--- config.mk ---
export PLATFORM = sky130hd
export DESIGN_NAME = pslt_ctrl
export DESIGN_NICKNAME = d
export VERILOG_FILES = /design/src/rtl/pslt_pkg.sv /design/src/rtl/pslt_ctrl.sv
export SDC_FILE = /design/constraint.sdc
export NUM_CORES = 1
export LEC_CHECK = 0
export BUFFER_PORTS_ARGS = -buffer_cell sky130_fd_sc_hd__buf_2
export CORE_AREA = 2 2 39 41
export DETAILED_ROUTE_END_ITERATION = 8
export DIE_AREA = 0 0 41 43
export SETUP_SLACK_MARGIN = 0.5
export SLEW_MARGIN = 15
export SYNTH_ARGS = -nofsm -noshare
export SYNTH_HDL_FRONTEND = slang
export SYNTH_SLANG_ARGS = --single-unit
--- constraint.sdc ---
create_clock -name clk -period 2.1 [get_ports clk]
set_input_delay 0.315 -clock clk [delete_from_list [all_inputs] [get_ports clk]]
set_output_delay 0.315 -clock clk [all_outputs]
set_load 0.02 [all_outputs]
--- src/rtl/pslt_pkg.sv ---
`timescale 1ns / 1ps
package pslt_pkg;

  // operation codes of an input word
  localparam logic [2:0] OP_SEND   = 3'd0;
  localparam logic [2:0] OP_RECV   = 3'd1;
  localparam logic [2:0] OP_LOG    = 3'd2;
  localparam logic [2:0] OP_CLOSE  = 3'd3;
  localparam logic [2:0] OP_FINISH = 3'd4;

  // result kinds
  localparam logic [3:0] KIND_FRESH_SEND = 4'd0;
  localparam logic [3:0] KIND_SEND_LOSS  = 4'd1;
  localparam logic [3:0] KIND_FIRST_RECV = 4'd2;
  localparam logic [3:0] KIND_DUPLICATE  = 4'd3;
  localparam logic [3:0] KIND_UNEXPECTED = 4'd4;
  localparam logic [3:0] KIND_STALE      = 4'd5;
  localparam logic [3:0] KIND_LOGGED     = 4'd6;
  localparam logic [3:0] KIND_WINDOW     = 4'd7;
  localparam logic [3:0] KIND_FINAL      = 4'd8;

  // counter positions
  localparam int N_CNT       = 7;
  localparam int CNT_SENT    = 0;
  localparam int CNT_UNIQUE  = 1;
  localparam int CNT_RECV    = 2;
  localparam int CNT_REORDER = 3;
  localparam int CNT_LOST    = 4;
  localparam int CNT_DUP     = 5;
  localparam int CNT_UNEXP   = 6;

  typedef struct packed {
    logic [2:0]  op;
    logic [31:0] seq;
  } in_word_t;

  typedef struct packed {
    logic [3:0]  kind;
    logic        reordered;
    logic [31:0] sent_count;
    logic [31:0] unique_count;
    logic [31:0] received_count;
    logic [31:0] reorder_count;
    logic [31:0] lost_count;
    logic [31:0] duplicate_count;
    logic [31:0] unexpected_count;
  } out_word_t;

  // controller to datapath
  typedef struct packed {
    logic       load;      // capture the accepted word
    logic       clr_wr;    // write an empty slot at the sweep pointer
    logic       mod_step;  // advance the slot index reduction
    logic       rd_en;     // read the slot of the captured number
    logic       sweep_rd;  // read the slot at the sweep pointer
    logic       exec;      // apply the operation and emit the result
    logic [2:0] op;
  } ctl_cmd_t;

  // datapath to controller
  typedef struct packed {
    logic sweep_last;
    logic mod_last;
    logic pow2;
  } dp_stat_t;

endpackage

--- src/rtl/pslt_ctrl.sv ---
`timescale 1ns / 1ps
module pslt_ctrl (
  input  logic              clk,
  input  logic              rst_n,
  input  logic              start,
  input  logic [2:0]        in_op,
  input  pslt_pkg::dp_stat_t stat,
  output logic              busy,
  output pslt_pkg::ctl_cmd_t cmd
);
  import pslt_pkg::*;

  localparam logic [2:0] S_CLEAR = 3'd0;
  localparam logic [2:0] S_IDLE  = 3'd1;
  localparam logic [2:0] S_MOD   = 3'd2;
  localparam logic [2:0] S_READ  = 3'd3;
  localparam logic [2:0] S_EXEC  = 3'd4;
  localparam logic [2:0] S_SWEEP = 3'd5;
  localparam logic [2:0] S_FIN   = 3'd6;

  logic [2:0] state_r, state_nxt;
  logic [2:0] op_r, op_nxt;
  logic       accept;

  assign busy   = (state_r != S_IDLE);
  assign accept = start && (state_r == S_IDLE);

  // sequence the steps of one word
  always_comb begin
    state_nxt    = state_r;
    op_nxt       = op_r;
    cmd          = '0;
    cmd.op       = op_r;
    unique case (state_r)
      S_CLEAR: begin
        cmd.clr_wr = 1'b1;
        if (stat.sweep_last) begin
          state_nxt = S_IDLE;
        end
      end
      S_IDLE: begin
        if (accept) begin
          cmd.load = 1'b1;
          op_nxt   = in_op;
          priority if (in_op == OP_SEND || in_op == OP_RECV) begin
            state_nxt = stat.pow2 ? S_READ : S_MOD;
          end else if (in_op == OP_LOG || in_op == OP_CLOSE) begin
            state_nxt = S_EXEC;
          end else if (in_op == OP_FINISH) begin
            state_nxt = S_SWEEP;
          end else begin
            state_nxt = S_IDLE;
          end
        end
      end
      S_MOD: begin
        cmd.mod_step = 1'b1;
        if (stat.mod_last) begin
          state_nxt = S_READ;
        end
      end
      S_READ: begin
        cmd.rd_en = 1'b1;
        state_nxt = S_EXEC;
      end
      S_EXEC: begin
        cmd.exec  = 1'b1;
        state_nxt = S_IDLE;
      end
      S_SWEEP: begin
        cmd.sweep_rd = 1'b1;
        if (stat.sweep_last) begin
          state_nxt = S_FIN;
        end
      end
      S_FIN: begin
        // last swept slot is retired in this cycle
        state_nxt = S_EXEC;
      end
      default: begin
        state_nxt = S_IDLE;
      end
    endcase
  end

  always_ff @(posedge clk) begin
    if (!rst_n) begin
      state_r <= S_CLEAR;
      op_r    <= OP_SEND;
    end else begin
      state_r <= state_nxt;
      op_r    <= op_nxt;
    end
  end

endmodule

Word level (Yosys, flattened, before mapping)
Index checks and enable logic that the tools add are counted.
Storage, ports and cells
  logic and storage cells: 41
  memories: 0
  input bits: 9
  RAM bits: 0
  output and inout port bits: 10
  register bits: 6
  ROM bits: 0
  latch bits: 0
Cells by class
  multipliers: 0
  mux-type cells: 16
  order comparisons: 0
  add/subtract/negate cells: 0
  shifts and indexed selects: 0
  bitwise gates (word level): 0
  reductions and logical operators: 8
  equality and inequality tests: 15
  divide/modulo/power cells: 0
Operator list (number)
  two-way mux 3 bit: 7
  case mux 3 bit (5 select lines): 1
  == test 3 x 2 -> 1 bit, second input constant: 4
  == test 3 bit, second input constant: 4
  two-way mux 1 bit: 8
  != test 2 bit, second input constant: 4
  == test 3 x 1 -> 1 bit, second input constant: 2
  zero test 3 bit: 2
  AND reduction 4 bit: 1
  != test 3 x 1 -> 1 bit, second input constant: 1
  logical OR 1 bit: 2
  AND reduction 2 bit: 1
  OR reduction 2 bit: 1
  logical AND 1 bit: 1

Longest topological paths before layout
Gate-level depths: netlist of the first run.
  depth after elaboration: 6
  gate-level depth with buffers: 5
  gate-level depth less buffers: 3

Worst setup path after synthesis of the first run
Ideal clock, no wire load.
  path type: reg2out
  start point: reg state_r[2]
  end point: out cmd[7] in the netlist's numbering
  slack: 0.842 ns
  arrival time: 0.943 ns
  buffers on the path: 1
  stages on the path, launching flop included: 3
  data required time: 1.785 ns
  cells stage by stage: dfxtp_1 > buf_6 > nor3_1
RTL lines
  start: declaration: line pslt_ctrl.sv:21  | logic [2:0] state_r, state_nxt;
  start signal: assignment: line pslt_ctrl.sv:91  | state_r <= state_nxt;
  end: declaration: line pslt_ctrl.sv:9  | output pslt_pkg::ctl_cmd_t cmd

==> metrics, run 1 <==
Hold EP state_r[0]$_SDFFE_PN0P_; min-delay worst type input port to flop; CTS buffer count 3; Register-to-Register Path Depth 3; clock latency on the worst-skew pair ~0.24 ns; critical path arrival 1.22 ns; Highest Clock Rate 652.6 MHz; Tcrit/Tclk final 0.7297; Die H approximately 43 um; synth-to-layout area growth 20.86%; n_diodes 0; Crit-path slowest cell dfxtp_2; CTS root buf clkbuf_4; Avg Inst Size Synth 9.732 sq um; Initial Utilization 0.3165; outcome complete, no violations; Mapped Area roughly 440 sq um; clk slew on worst S/H paths 0.04 ns; TritonCTS clock tree built; PwrDens 611.8 nW/um^2; # Post-CTS Setup Buffers 0; largest net degree at the start of global routing 16; post-route setup slack around 0.57 ns; unique cell type count in the Yosys netlist 26; Final ANT Viol Nets 0; grt ovf 0; worst slack, placed between 0.6 and 0.7 ns; Synth Register Bits 6; Final Hold Viols 0; vias per std cell 4.782; fraction of layout cells with a size suffix above 1 0.5000; fin cells 78; syn_nets 54; RSZ-0062 raised after global routing false; Max-cap violations 0; VDD IR-drop max approximately 0.25 mV; total die area around 1800 sq um; cells after synthesis 45; Pleak 0.2467 nW; DR vias 373; DP Cell Count 75; Final Max Tran Viols 0; CTS sink cnt 6; num ports 19; 1st-iter DRT viols 6; hold path start rst_n; FF-to-FF setup slack about 0.92 ns; crit-path cells and2b_1 -> and2_2 -> buf_2; I/O Buffers 18; crit path time final roughly 1.5 ns; CORE AREA 1384 sq um; H-tree depth 1; clk_skew about 0.0025 ns; Final setup violation count 0; RR Endpoint state_r[1]$_SDFFE_PN0P_; initial antenna violation count 0; 1st-pass router iterations 4; DIE WIDTH approximately 41 um; row count 14; sum of negative setup slack 0 ns; DR WL/cell 10.41 um; total wire length roughly 800 um; post-synthesis sequential area ratio 0.2743; Worst path top cell family by delay simple AND/OR/NAND/NOR gates; WHS Path Cells 3; Final HPWL DP 658.4 um; worst-path maximum fanout 10; first-pass GRT wire length about 1.3 mm; Buf/Inv on CP 1; slew margin rel. 0.7672; # DRC 0; Critical R2R Launch state_r[2]$_SDFFE_PN0P_; CP max stage delay 0.40 ns; Final GP Congestion 0.6996; Worst setup SP type flop; critical path type flop to output pin; CTS max path bufs 2; yosys warns 0; element type at the critical path end output pin; actual transition at the worst max-transition pin around 0.34 ns; Worst EP required 1.78 ns; fin nets 73; vias in the first global route around 330; GRT Total Usage 0.1138
power breakdown:
group          internal [mW]  switching, mW  leakage, nW  total, mW
registers              0.123         0.0153       0.0502      0.139
logic                 0.0394         0.0465        0.183     0.0859
clock network         0.0642         0.0350       0.0138     0.0992
metrics by stage:
stage | cell area, sq um | util | hold slack (ns) | power [mW]
floorplan | 437.9 | - | 0.4536 | 0.2082
global placement | 503.0 | 0.3635 | 0.4780 | 0.2253
detailed placement | 503.0 | 0.3635 | 0.4803 | 0.2258
CTS | 529.3 | 0.3825 | 0.3221 | 0.3316
global route | 529.3 | 0.3825 | 0.3364 | 0.3482
finish | 529.3 | 0.3825 | 0.3329 | 0.3238
state kept, by name, summed over array words and instances (netlist names):
name / cells
op_r: 3
state_r: 3
worst reg2reg max path: stages (launching register included):
cell and delay [ns]:
dfxtp_2 0.48, mux2_1 0.35, a21oi_1 0.16, nor3_1 0.07
kinds of logic after synthesis:
kind of cell    count (synthesis)  synth area share
compound gates                  6            0.1229
xor+xnor                        1           0.03715
buf+inv                         7            0.1286
flops                           6            0.2743
mux                             5            0.1200
simple gates                   20            0.3172
routing by layer:
| layer | part of all wire | vias up | GRT usage |
|---|---|---|---|
| li1 | - | 194 | - |
| met1 | 0.42 | 172 | 0.1266 |
| met2 | 0.53 | 5 | 0.1656 |
| met3 | 0.032 | 2 | 0.01571 |
| met4 | 0.011 | 0 | 0.1200 |
| met5 | 0 | - | 0 |
cell usage after synthesis (all sizes together):
cell type  count  area [sq um]
dfxtp          6         120.1
nor3b          3         32.53
nand2b         1         6.260
nor2           4         15.01
nor4b          1         8.760
nand2          1         3.750
nand3b         1         7.510
mux2           2         22.52
o41ai          1         8.760
nor3           2         10.01
and2           1         7.510
and4bb         1         12.51
nor2b          2         12.51
xor2           1         16.27
a21oi          1         5.000
o311ai         1         8.760
a221oi         2         23.77
buf            4         45.04
or2            1         6.260
and2b          1         7.510
o31ai          1         7.510
inv            3         11.26
mux2i          3         30.03
and3b          1         8.760
worst max-delay path by stage:
stage | from | to | slack [ns] | depth (start not counted)
final | state_r[1]$_SDFFE_PN0P_ | cmd[4] | 0.57 | 3
after global routing | state_r[2]$_SDFFE_PN0P_ | cmd[8] | 0.50 | 2
after CTS | state_r[2]$_SDFFE_PN0P_ | cmd[8] | 0.52 | 2
after detailed placement | state_r[2]$_SDFFE_PN0P_ | cmd[8] | 0.66 | 2
after global placement | state_r[2]$_SDFFE_PN0P_ | cmd[8] | 0.67 | 2
after floorplan | state_r[2]$_SDFFE_PN0P_ | cmd[7] | 0.84 | 2
cells in the final DEF, fill, tap and decap left out, drive strengths merged, types with 2 or more instances in the layout:
cell type,Yosys,layout
nor2,4,4
nor3b,3,3
clkbuf,0,3
inv,3,3
nor3,2,2
mux2i,3,3
nor2b,2,2
a221oi,2,2
buf,4,18
dfxtp,6,6
mux2,2,2
layout make-up:
| cell class | count | area (sq um) |
|---|---|---|
| fillers | 148 | 854.6 |
| multi-input cells | 32 | 261.5 |
| flip-flops and latches | 6 | 123.9 |
| repair buffers | 18 | 90.09 |
| clock buffers | 3 | 22.52 |
| well taps | 16 | 20.02 |
| inverters | 3 | 11.26 |
repair_timing:
action | 4_1_cts | 5_1_grt
resized for setup | 3 | 1
setup endpoints to repair | 2 | 1
hold buffers | 0 | 0
No activity file was read; power rests on OpenSTA's default activity.
==> inputs of run 2 (changes only) <==
Clock period 2.1 ns to 1.51 ns, I/O delays scaled along.
==> run 2 against run 1 <==
Against the previous run:
- die area did not move
- global-route usage increased by 2.7 points
- hold slack got worse by 0.10 ns
- clock power increased by 48%
- combinational power rose to 2.7 times the previous value
- cell count increased by 18%
==> metrics, run 2 (same netlist as run 1, synthesis figures left out) <==
VDD IR-drop max 0.4264 mV (was 0.2490 mV); total die area 1763 sq um (unchanged); Worst EP required 1.28 ns (was 1.78 ns); I/O Buffers 18 (unchanged); placed cell areas 540.5 sq um (was 503.0 sq um); # DRC 0 (unchanged); worst slack, placed 0.1947 ns (was 0.6573 ns); CTS hold repair buffers 0 (unchanged); area of the multi-input gates 321.6 sq um (was 261.5 sq um); critical path arrival 1.11 ns (was 1.22 ns); CTS sink cnt 6 (unchanged); DR WL/cell 12.45 um (was 10.41 um); first-pass GRT wire length 1.614 mm (was 1.297 mm); element type at the critical path end output pin (unchanged); Max-cap violations 0 (unchanged); CTS root buf clkbuf_4 (unchanged); num ports 19 (unchanged); Die H 43 um (unchanged); clk_skew 0.005137 ns (was 0.002546 ns); Buf/Inv on CP 1 (unchanged); 1st-iter DRT viols 9 (was 6); DP Cell Count 76 (was 75); post-route setup slack 0.1742 ns (was 0.5677 ns); actual transition at the worst max-transition pin 0.3779 ns (was 0.3447 ns); vias per std cell 4.924 (was 4.782); GRT Total Usage 0.1410 (was 0.1138); sw power 174.5 uW (was 96.80 uW); CORE AREA 1384 sq um (unchanged); 1st-pass router iterations 4 (unchanged); synth-to-layout area growth 70.86% (was 20.86%); CTS max path bufs 2 (unchanged); sum of negative setup slack 0 ns (unchanged); total wire length 1.145 mm (was 812 um); Final GP Congestion 0.6741 (was 0.6996); largest net degree at the start of global routing 8 (was 16); Total Power 557.0 uW (was 323.8 uW); FF+latch area 128.9 sq um (was 123.9 sq um); outcome complete, no violations (unchanged); crit path time final between 1 and 1.5 ns; fin cells 92 (was 78); DIE WIDTH 41 um (unchanged); Final Max Tran Viols 0 (unchanged); n_diodes 0 (unchanged); Comb pwr share 0.414 (was 0.265); most frequent cells in the layout buf_2 (12), buf_4 (11), buf_6 (9), nor2_1 (4) (was buf_2 (18), nor2_1 (4)); Min Hold Slack 0.2326 ns (was 0.3329 ns); CP max stage delay 0.36 ns (was 0.40 ns); Initial Utilization 0.3165 (unchanged); CTS buffer count 3 (unchanged); vias in the first global route 412 (was 334); initial antenna violation count 0 (unchanged); critical path type flop to output pin (unchanged); Final Hold Viols 0 (unchanged); P_int 382.5 uW (was 227.0 uW); clock latency on the worst-skew pair 0.24 ns (about the same); DR vias 453 (was 373); min-delay worst type input port to flop (unchanged); H-tree depth 1 (unchanged); grt ovf 0 (unchanged); Top Registers op_r x3, state_r x3 (unchanged); Worst path top cell family by delay simple AND/OR/NAND/NOR gates (unchanged); row count 14 (unchanged); Sequential Power Share 0.323 (was 0.428); Sw Ratio 0.3134 (was 0.2989); fraction of layout cells with a size suffix above 1 0.6974 (was 0.5000); Final setup violation count 0 (unchanged); Tcrit/Tclk final 0.8847; Pleak 0.3402 nW (was 0.2467 nW); commonest non-fill, non-tap cell in the layout buf_2 (unchanged); RSZ-0062 raised after global routing true (was false); Crit-path slowest cell dfxtp_4 (was dfxtp_2); fin nets 87 (was 73); slew margin rel. 0.7475 (was 0.7672); clk slew on worst S/H paths 0.05 ns (was 0.04 ns); worst-path maximum fanout 5 (was 10); Final HPWL DP 693.8 um (was 658.4 um); Final Cell Area 748.2 sq um (was 529.3 sq um); PwrDens 744.4 nW/um^2 (was 611.8 nW/um^2); Filler cells 125 (was 148); crit-path cells and2b_2 -> and2_4 -> buf_6 (was and2b_1 -> and2_2 -> buf_2); Highest Clock Rate ~750 MHz; Worst setup SP type flop (unchanged); Final ANT Viol Nets 0 (unchanged); TritonCTS clock tree built (unchanged); Clock power frac 0.263 (was 0.306); post-layout util 0.5407 (was 0.3825)
==> run 2: changes by cell type in the layout (fill, tap and decap cells not counted), moves of 2 or more <==
cell     previous run  this run
buf_4               0        11
dfxtp_4             0         2
buf_2              18        12
buf_6               0         9
dfxtp_2             3         1
nor3_1              2         0
nor3_2              0         2
==> run 2: path summary, 6_finish.rpt <==
kind | startpoint | endpoint | slack (ns) | cells past startpoint
max reg2reg | state_r[2]$_SDFFE_PN0P_ | op_r[1]$_SDFFE_PN0P_ | 0.26 | 5
min reg2reg | op_r[0]$_SDFFE_PN0P_ | op_r[0]$_SDFFE_PN0P_ | 0.49 | 2
max | state_r[1]$_SDFFE_PN0P_ | cmd[4] | 0.17 | 3
min | stat[1] | state_r[2]$_SDFFE_PN0P_ | 0.23 | 3
==> run 2: metal layers <==
| layer | vias up | global-route usage | part of all wire |
|---|---|---|---|
| met5 | - | 0 | 0 |
| met4 | 0 | 0.1000 | 0.011 |
| met3 | 2 | 0.03141 | 0.034 |
| met2 | 14 | 0.2281 | 0.55 |
| met1 | 210 | 0.1494 | 0.40 |
| li1 | 227 | - | - |
==> run 2: power groups by stage <==
stage                     clock, mW  sequential (mW)  combinational, mW
after floorplan                   0            0.185              0.119
after global placement            0            0.187              0.145
after detailed placement          0            0.188              0.145
after CTS                     0.156            0.179              0.205
after global routing          0.162            0.181              0.245
final                         0.147            0.180              0.231
==> run 2: area by class of cell <==
cell class,instances,share of cell area
clock buffer,3,0.03010
tap,16,0.02676
timing repair buffer,32,0.3261
sequential,6,0.1722
multi-input combinational,32,0.4298
inverter,3,0.01505
==> run 2: tightest hold or removal path, stage by stage <==
cell	delay (ns)
buf_2	0.10
inv_1	0.05
a221oi_2	0.05
==> run 2: repair_timing <==
action	CTS	global route
setup buffers	11	2
hold endpoints to repair	0	0
pin swaps	4	5
endpoints found under the setup margin	13	13
gates resized for setup	21	6
